[config.mk]
export PLATFORM = sky130hd
export DESIGN_NAME = display_packet_effect_rewriter_unit
export DESIGN_NICKNAME = d
export VERILOG_FILES = /design/src/hdl/dper_pkg.sv /design/src/hdl/dper_rewrite.sv /design/src/hdl/display_packet_effect_rewriter_unit.sv
export SDC_FILE = /design/constraint.sdc
export NUM_CORES = 1
export LEC_CHECK = 0
export BUFFER_PORTS_ARGS = -buffer_cell sky130_fd_sc_hd__buf_2
export CAP_MARGIN = 20
export CORE_MARGIN = 10
export CORE_UTILIZATION = 32
export CTS_BUF_LIST = sky130_fd_sc_hd__clkbuf_4
export CTS_CLUSTER_SIZE = 14
export DETAILED_ROUTE_END_ITERATION = 7
export MAX_ROUTING_LAYER = met4
export REMOVE_ABC_BUFFERS = 1
export SYNTH_ARGS = -nofsm -noshare
export SYNTH_HDL_FRONTEND = slang
export SYNTH_SLANG_ARGS = --single-unit
[constraint.sdc]
create_clock -name clock -period 8.7 [get_ports clock]
set_input_delay 1.305 -clock clock [delete_from_list [all_inputs] [get_ports clock]]
set_output_delay 1.305 -clock clock [all_outputs]
set_load 0.01 [all_outputs]
[src/hdl/dper_pkg.sv]
// Shared types, register indexes and opcode decode for the display packet effect rewriter.
// No dependencies; used by dper_rewrite and the top level.
package dper_pkg;

   localparam int WORD_W = 32;
   localparam int CLUT_W = 16;

   // configuration register indexes
   localparam logic [1:0] CSR_EFFECT_MODE = 2'd0;
   localparam logic [1:0] CSR_EFFECT_WORD = 2'd1;
   localparam logic [1:0] CSR_CLUT_ID     = 2'd2;

   localparam logic [7:0]        OPCODE_MASK = 8'hFC;
   localparam logic [WORD_W-1:0] SEMI_MASK   = 32'h0200_0000;
   localparam logic [7:0]        ADD_NEUTRAL = 8'h80;
   localparam logic [8:0]        ADD_BIAS    = 9'h07F;

   typedef enum logic [2:0] {
      MODE_SEMI_ON   = 3'd0,
      MODE_SEMI_OFF  = 3'd1,
      MODE_CLUT_SWAP = 3'd2,
      MODE_FLAT_TINT = 3'd3,
      MODE_COLOUR_ADD = 3'd4
   } effect_mode_type;

   typedef struct packed {
      effect_mode_type   mode;
      logic [WORD_W-1:0] tint;
      logic [CLUT_W-1:0] clut;
   } dper_cfg_type;

   typedef struct packed {
      logic [3:0] pos;
      logic [3:0] len;
      logic [2:0] cc;
      logic       fault;
   } dper_state_type;

   typedef struct packed {
      logic       known;
      logic [3:0] len;
      logic [2:0] cc;
   } opcode_info_type;

   function automatic opcode_info_type decode_opcode(input logic [7:0] op);
      opcode_info_type info;
      info = '{known: 1'b1, len: 4'd0, cc: 3'd0};
      unique case (op)
         8'h20: info.len = 4'd5;
         8'h24: begin info.len = 4'd8;  info.cc = 3'd1; end
         8'h28: info.len = 4'd6;
         8'h2C: begin info.len = 4'd10; info.cc = 3'd1; end
         8'h30: info.len = 4'd7;
         8'h34: begin info.len = 4'd10; info.cc = 3'd3; end
         8'h38: info.len = 4'd9;
         8'h3C: begin info.len = 4'd13; info.cc = 3'd4; end
         default: info.known = 1'b0;
      endcase
      return info;
   endfunction

endpackage

[src/hdl/dper_rewrite.sv]
// Combinational packet word rewrite: position tracking, opcode decode and effects.
// Depends on dper_pkg.
module dper_rewrite
   import dper_pkg::*;
(
   input  dper_state_type    state,
   input  dper_cfg_type      cfg,
   input  logic [WORD_W-1:0] word,
   output dper_state_type    state_next,
   output logic [WORD_W-1:0] word_out
);

   opcode_info_type   info;
   dper_state_type    st;
   logic              colour_word;
   logic [4:0]        pos_inc;
   logic [WORD_W-1:0] added;
   logic [WORD_W-1:0] effected;

   assign info = decode_opcode(word[31:24] & OPCODE_MASK);

   // per-channel darken / identity / brighten with clamping; top byte untouched
   always_comb begin
      logic [7:0] t;
      logic [7:0] p;
      logic [8:0] sum;
      added = word;
      for (int ch = 0; ch < 3; ch++) begin
         t   = cfg.tint[ch*8 +: 8];
         p   = word[ch*8 +: 8];
         sum = {1'b0, p} + {1'b0, t};
         if (t < ADD_NEUTRAL) begin
            added[ch*8 +: 8] = (sum >= ADD_BIAS) ? 8'(sum - ADD_BIAS) : 8'd0;
         end else if (t > ADD_NEUTRAL) begin
            added[ch*8 +: 8] = sum[8] ? 8'hFF : sum[7:0];
         end
      end
   end

   always_comb begin
      st = state;
      if (!state.fault && state.pos == 4'd1) begin
         if (!info.known) begin
            st.fault = 1'b1;
         end else begin
            st.len = info.len;
            st.cc  = info.cc;
         end
      end
   end

   assign colour_word = (st.pos == 4'd1  && st.cc >= 3'd1) ||
                        (st.pos == 4'd4  && st.cc >= 3'd2) ||
                        (st.pos == 4'd7  && st.cc >= 3'd3) ||
                        (st.pos == 4'd10 && st.cc >= 3'd4);

   always_comb begin
      effected = word;
      unique case (cfg.mode)
         MODE_SEMI_ON:   if (st.pos == 4'd1) effected = word | SEMI_MASK;
         MODE_SEMI_OFF:  if (st.pos == 4'd1) effected = word & ~SEMI_MASK;
         MODE_CLUT_SWAP: if (st.pos == 4'd3) effected = {cfg.clut, word[15:0]};
         MODE_FLAT_TINT: begin
            if (colour_word) begin
               effected = (st.pos == 4'd1) ?
                  {word[31:24] | SEMI_MASK[31:24], cfg.tint[23:0]} : cfg.tint;
            end
         end
         MODE_COLOUR_ADD: if (colour_word) effected = added;
         default: effected = word;
      endcase
   end

   assign pos_inc = {1'b0, st.pos} + 5'd1;

   always_comb begin
      state_next = st;
      word_out   = word;
      if (!st.fault) begin
         if (st.pos != 4'd0 && st.cc != 3'd0) begin
            word_out = effected;
         end
         priority if (st.pos == 4'd0) begin
            state_next.pos = 4'd1;
         end else if (pos_inc >= {1'b0, st.len}) begin
            state_next.pos = 4'd0;
         end else begin
            state_next.pos = pos_inc[3:0];
         end
      end
   end

endmodule

[src/hdl/display_packet_effect_rewriter_unit.sv]
// Channel  Ports                       Payload
// request  req_tvalid/tready/tdata/last packet_word, span_end on tlast
// result   rsp_tvalid/tready/tdata/last/user out_word, out_end on tlast, bad_opcode on tuser
// config   csr_we/index/wdata           effect_mode, effect_word, clut_id
//
// One word per clock sustained while results are taken; a word passes through the
// input register, then the result register, with the rewrite logic between them.
// Reset is synchronous and clears valids, packet state and configuration.
// A stalled result holds; the input register still fills, and the request side
// stalls only when both registers are full.
// Depends on dper_pkg and dper_rewrite.
module display_packet_effect_rewriter_unit
   import dper_pkg::*;
(
   input  logic              clock,
   input  logic              reset,
   input  logic              req_tvalid,
   output logic              req_tready,
   input  logic [WORD_W-1:0] req_tdata,   // [31:0] packet_word
   input  logic              req_tlast,
   output logic              rsp_tvalid,
   input  logic              rsp_tready,
   output logic [WORD_W-1:0] rsp_tdata,   // [31:0] out_word
   output logic              rsp_tlast,
   output logic              rsp_tuser,   // [0] bad_opcode
   input  logic              csr_we,
   input  logic [1:0]        csr_index,
   input  logic [WORD_W-1:0] csr_wdata
);

   dper_cfg_type      cfg_ff, cfg_in;
   dper_state_type    state_ff, state_in, state_next;
   logic              in_valid_ff, in_valid_in;
   logic [WORD_W-1:0] in_word_ff;
   logic              in_end_ff;
   logic              out_valid_ff, out_valid_in;
   logic [WORD_W-1:0] out_word_ff;
   logic              out_end_ff;
   logic              out_fault_ff;
   logic [WORD_W-1:0] word_new;
   logic              adv_out;
   logic              adv_in;

   assign adv_out    = !out_valid_ff || rsp_tready;
   assign adv_in     = !in_valid_ff || adv_out;
   assign req_tready = adv_in;

   always_comb begin
      cfg_in = cfg_ff;
      if (csr_we) begin
         if (csr_index == CSR_EFFECT_MODE) cfg_in.mode = effect_mode_type'(csr_wdata[2:0]);
         if (csr_index == CSR_EFFECT_WORD) cfg_in.tint = csr_wdata;
         if (csr_index == CSR_CLUT_ID)     cfg_in.clut = csr_wdata[CLUT_W-1:0];
      end
   end

   dper_rewrite u_rewrite (
      .state      (state_ff),
      .cfg        (cfg_ff),
      .word       (in_word_ff),
      .state_next (state_next),
      .word_out   (word_new)
   );

   always_comb begin
      state_in     = state_ff;
      out_valid_in = out_valid_ff && !rsp_tready;
      if (in_valid_ff && adv_out) begin
         out_valid_in = 1'b1;
         // drop packet state after the last word of the span
         state_in = in_end_ff ? '0 : state_next;
      end
      in_valid_in = in_valid_ff && !adv_out;
      if (req_tvalid && adv_in) begin
         in_valid_in = 1'b1;
      end
   end

   always_ff @(posedge clock) begin
      if (reset) begin
         cfg_ff       <= '{mode: MODE_SEMI_ON, tint: '0, clut: '0};
         state_ff     <= '0;
         in_valid_ff  <= 1'b0;
         out_valid_ff <= 1'b0;
      end else begin
         cfg_ff       <= cfg_in;
         state_ff     <= state_in;
         in_valid_ff  <= in_valid_in;
         out_valid_ff <= out_valid_in;
      end
   end

   always_ff @(posedge clock) begin
      if (req_tvalid && adv_in) begin
         in_word_ff <= req_tdata;
         in_end_ff  <= req_tlast;
      end
      if (in_valid_ff && adv_out) begin
         out_word_ff  <= word_new;
         out_end_ff   <= in_end_ff;
         out_fault_ff <= state_next.fault;
      end
   end

   assign rsp_tvalid = out_valid_ff;
   assign rsp_tdata  = out_word_ff;
   assign rsp_tlast  = out_end_ff;
   assign rsp_tuser  = out_fault_ff;

endmodule

Word level (Yosys, flattened, before mapping):

Cells that the tools add are included.

* add/subtract/negate cells: 7
* order comparisons: 14
* equality and inequality tests: 20
* multiplexer cells: 33
* reduce and logical (&&, ||, !) cells: 32

Operators with widths (number)
* 2-to-1 mux 32 bit: 5
* one-hot mux 32 bit (5 select lines): 1
* 2-to-1 mux 8 bit: 13
* 2-to-1 mux 26 bit: 2
* == test 6 x 4 -> 1 bit (second input constant): 8
* one-hot mux 4 bit (7 select lines): 1
* adder 8 x 8 -> 9 bit: 3
* >= comparator 9 x 7 -> 1 bit (second input constant): 3
* > comparator 8 bit (second input constant): 3
* < comparator 8 bit (second input constant): 3
* 2-to-1 mux 24 bit: 1
* subtractor 8 x 7 -> 8 bit (second input constant): 3
* 2-to-1 mux 12 bit: 1
* 2-to-1 mux 4 bit: 3
* logical AND 1 bit: 10
* one-hot mux 3 bit (3 select lines): 1
* == test 4 x 3 -> 1 bit (second input constant): 2
* AND reduction 2 bit: 4
* OR reduction 8 bit: 1
* 2-to-1 mux 7 bit: 1
* == test 3 x 2 -> 1 bit (second input constant): 2
* >= comparator 3 x 2 -> 1 bit (second input constant): 2
* adder 4 x 1 -> 5 bit (second input constant): 1
* >= comparator 5 x 4 -> 1 bit: 1
* 19 further kinds: 31

* flip-flop bits (word level): 132
* input port bits: 72
* output and inout port bits: 36
* logic and storage cells: 120

Depth between registers and ports, before layout:

* depth after elaboration: 14
* mapped depth: 15
* mapped depth without buffers: 14

Hierarchy:

From an unflattened synthesis, not the netlist that was laid out.

* cell total of the unflattened synthesis: 915
* area, all modules: 8287.9 um^2

By module, submodules not included
* display_packet_effect_rewriter_unit: instances 1, cells each 354, area an instance 4384.2 um^2, sequential area each 3313.2 um^2
* dper_rewrite: instances 1, cells each 561, area an instance 3903.7 um^2, sequential area each 0.0 um^2

Least setup slack after synthesis:

No wires, ideal clock.

* kind: register to register
* start: register state_ff[8] in the netlist's numbering
* end: register state_ff[10] in the netlist's numbering
* library setup time: 72 ps
* data arrival time: 3125 ps
* data required time: 8628 ps
* path slack: 5504 ps
* stages on the path, launching flop included: 15
* buffers on the path: 1
* clock period less this slack: 3196 ps
* cells stage by stage: dfxtp_1 -> ha_1 -> nor4b_1 -> and2_1 -> clkbuf_1 -> o211ai_1 -> o21a_1 -> ha_1 -> nand2b_1 -> a21o_1 -> a21oi_1 -> o21ai_0 -> nor4_1 -> a21oi_1 -> mux2i_1

* word-level cells in the longest chain between the ends: 8
* elaborated cells on any way between the ends: 12
* those cells by class: 1 x add/sub; 1 x order compare; 2 x eq/ne; 5 x mux; 3 x reduce/logical

RTL lines
* start, declared: RTL line display_packet_effect_rewriter_unit.sv:32 `dper_state_type state_ff, state_in, state_next;`
* start signal, assigned: RTL line display_packet_effect_rewriter_unit.sv:87 `state_ff <= state_in;`
* parallel branches: the longest is 8 deep, another holds adder 4 x 1 -> 5 bit

Parallel ways; which one is timed is not known. The select of a mux whose other input is x is not followed.
A chain may end at the register's enable or synchronous reset.

Worst setup path in the final report:

* start: register in_word_ff[8]
* end: register out_word_ff[10] (netlist: rsp_tdata[10]) (data pin)

* word-level cells in the longest chain between the ends: 8
* elaborated cells on any way between the ends: 11
* those cells by class: 2 x add/sub; 1 x order compare; 8 x mux

RTL lines
* start, declared: RTL line display_packet_effect_rewriter_unit.sv:34 `logic [WORD_W-1:0] in_word_ff;`
* start signal, assigned: RTL line display_packet_effect_rewriter_unit.sv:95 `in_word_ff <= req_tdata;`
* adder 8 x 8 -> 9 bit *: RTL line dper_rewrite.sv:31 `sum = {1'b0, p} + {1'b0, t};`
* subtractor 8 x 7 -> 8 bit (tied with other cells): RTL line dper_rewrite.sv:33 `added[ch*8 +: 8] = (sum >= ADD_BIAS) ? 8'(sum - ADD_BIAS) : 8'd0;`
* 2-to-1 mux 8 bit (on tied branches): RTL line dper_rewrite.sv:33, dper_rewrite.sv:34
* 2-to-1 mux 8 bit *: RTL line dper_rewrite.sv:32 `if (t < ADD_NEUTRAL) begin`
* 2-to-1 mux 24 bit *: RTL line dper_rewrite.sv:69 `MODE_COLOUR_ADD: if (colour_word) effected = added;`
* one-hot mux 32 bit (5 select lines) *: RTL line dper_rewrite.sv:59 `unique case (cfg.mode)`
* 2-to-1 mux 32 bit *: RTL line dper_rewrite.sv:80 `if (st.pos != 4'd0 && st.cc != 3'd0) begin`
* 2-to-1 mux 32 bit *: RTL line dper_rewrite.sv:79 `if (!st.fault) begin`
* net u_rewrite.word_out[10]: RTL line dper_rewrite.sv:10 `output logic [WORD_W-1:0] word_out`
* end signal, assigned: RTL line display_packet_effect_rewriter_unit.sv:99 `out_word_ff <= word_new;`
* end, declared: RTL line display_packet_effect_rewriter_unit.sv:37 `logic [WORD_W-1:0] out_word_ff;`

The timed path passes the listed nets; every way through them passes the cells marked *.

==> metrics.yaml <==
drt_wl_total_um: 24060
finalHoldViolations: 0
switching_share_pct: 29.18
cpMaxStageDelayCell: "o311ai_0"
root_buffer: "clkbuf_4"
cts_setup_buffers: 0
slew_violations: 0
place_ws_ns: 5.010
boundaryPins: 108
worstMarginPinSlew_ns: 1.125
worstPathRequired_ns: 9.08
hp-class: "reg -> reg"
insertion_delay_ns: 0.57
grt_pass1_vias: 7158
ir_drop_v: 0.00007046
synthCells: 867
drcViolationCount: 0
cts_max_path_buffers: 2
die_width_um: 176.7
final.period_utilization_pct: 44.12
grt_usage_pct: 15.76
status: "finished clean"
grt_pass1_wl_um: 38450
area_delta_synth_final_pct: 14.41
max_cap_viol_count: 0
cp.arrival_ns: 4.21
design_area_um2: 8989
drive_above_1_share_pct: 16.44
yosysWarnings: 0
final_nets: 1070
power_frac_clock_pct: 33.1
dp_cells: 1265
timing.slew.headroom_pct: 24.99
fin_ws_ns: 4.862
vias: 7093
ctsHoldBuffers: 0
hpwl_um: 17810
grt_antenna_before_repair: 2
max_freq_ghz: 0.2605
cpPeakStageDelay_ns: 0.96
antenna_left: 0
place_area_um2: 8683
path_cells: "ha_1 -> fa_1 -> a211o_1 -> a21o_1 -> a21oi_1 -> xor2_1 -> o311ai_0 -> nand3_1 -> o311ai_1"
p_int_mw: 0.9684
placement.io_buffers: 107
final_cells: 1299
avgRoutedWirePerCell_um: 18.52
yosysUniqueCellTypes: 77
cts.sinks: 132
final_cell_mix: "nand2_1 (143), buf_2 (107), a21oi_1 (92)"
clkTransAtPathRegs_ns: 0.13
p_seq_share_pct: 51.6
cts_made_buffers: 17
htree_levels: 4
cellPowerDensity_nw_per_um2: 152.1
die_height_um: 176.7
cts_tree: "yes"
criticalPathCategory: "reg -> reg"
p_leak_nw: 3.311
std_cell_rows: 57
ys_seq_area_share_pct: 42.17
rsz0062_at_grt: "false"
crit_fanout: 4
cp-end-kind: "flop"
core-area_um2: 24250
gp_congestion: 0.9003
synth-seq-cells: 132
vias_per_cell: 5.460
grt.overflow.total: 0
syn_area_per_cell_um2: 9.061
skew_ns: 0.02412
drt_iter0_markers: 517
fin_tns_setup_ns: 0
setup_violations: 0
dr.pass1.iters: 5
post_cts_resized: 0
final_common_cell: "nand2_1"
dieArea_um2: 31220
switching_power_mw: 0.3989
start_util_pct: 32.40
synth_edf_count: 67
synth_ff_type: "edfxtp_1"
grt_max_degree: 64
cp-start-kind: "flop"
synth-async-reset-ratio_pct: 0
netlist_area_um2: 7856
finalCriticalPeriod_ns: 3.838
p_comb_share_pct: 15.3
==> flip-flops by register name, indices dropped and copies added (netlist names) <==
| signal | cells |
|---|---|
| rsp_tuser | 1 |
| rsp_tdata | 32 |
| in_valid_ff | 1 |
| state_ff | 12 |
| in_end_ff | 1 |
| cfg_ff | 51 |
| rsp_tlast | 1 |
| in_word_ff | 32 |
| rsp_tvalid | 1 |
==> worst max-delay path, delay by kind of cell (launching register included) <==
kind / cells / cell delay [ns]
flops: 1 / 0.45
simple gates: 1 / 0.27
xor+xnor: 1 / 0.14
compound gates: 5 / 2.12
fa+ha+maj: 2 / 0.68
==> path summary, 6_finish.rpt <==
kind	start	endpoint	slack (ns)	cells past startpoint
max	in_word_ff[8]	rsp_tdata[10]	4.86	9
min	cfg_ff[8]	cfg_ff[8]	0.47	2
max reg2reg	in_word_ff[8]	rsp_tdata[10]	4.86	9
min reg2reg	cfg_ff[8]	cfg_ff[8]	0.47	2
==> routing by layer <==
layer  wire (um)  share of wire, %  global-route usage, %  vias to the layer above
met5           0                 0                      -                        -
met4         486               2.0                  5.604                        0
met3        1143               4.8                  2.304                       36
met2       11240                47                  24.98                      254
met1       11190                47                  20.10                     3346
li1            -                 -                      -                     3457
==> metrics by stage <==
| step | util (%) | power, mW | hold slack, ns |
|---|---|---|---|
| 6_report | 37.07 | 1.367 | 0.4686 |
| 5_1_grt | 37.07 | 1.433 | 0.4924 |
| 4_1_cts | 37.05 | 1.378 | 0.4709 |
| 3_5_place_dp | 35.81 | 0.9276 | 0.4510 |
| 3_3_place_gp | 35.81 | 0.9267 | 0.4463 |
| 2_1_floorplan | - | 0.8484 | 0.4299 |
==> power groups by stage <==
stage	clock network, mW	registers [mW]	logic [mW]
2_1_floorplan	0	0.715	0.134
3_3_place_gp	0	0.719	0.207
3_5_place_dp	0	0.719	0.208
4_1_cts	0.464	0.705	0.209
5_1_grt	0.489	0.709	0.235
6_report	0.452	0.705	0.210
==> cell usage after synthesis, types with 12 or more instances <==
master,number,area [um^2]
a211oi_1,12,90.09
a21o_1,16,120.1
a21oi_1,92,460.4
a221o_1,18,180.2
a22oi_1,14,105.1
clkbuf_1,35,131.4
dfxtp_1,65,1301
edfxtp_1,67,2012
ha_1,35,437.9
inv_1,19,71.32
nand2_1,143,536.8
nor2_1,73,274.0
nor3_1,13,65.06
o21a_1,12,90.09
o21ai_0,27,135.1
xnor2_1,15,131.4
==> logic make-up (layout without fill, tap and decap cells) <==
logic type | Yosys count | count (layout) | synth area share [%]
buffers and inverters | 57 | 163 | 2.851
and+or+nand+nor | 316 | 316 | 19.00
adders and majority gates | 38 | 38 | 6.339
muxes | 6 | 6 | 0.7645
AOI/OAI and AO/OA | 292 | 292 | 25.98
xor gates and xnor gates | 26 | 26 | 2.899
DFF | 132 | 132 | 42.17
other | 0 | 2 | 0
==> area by class of cell <==
| cell class | count | area (um^2) |
|---|---|---|
| flip-flops and latches | 132 | 3313 |
| clock inverters | 13 | 157.7 |
| clock buffers | 19 | 142.6 |
| well taps | 324 | 405.4 |
| inverters | 19 | 71.32 |
| multi-input cells | 678 | 4320 |
| repair buffers | 112 | 573.1 |
| fillers | 2558 | 15260 |
| diodes | 2 | 5.005 |
Note: power is estimated with default switching activity, not from simulation.
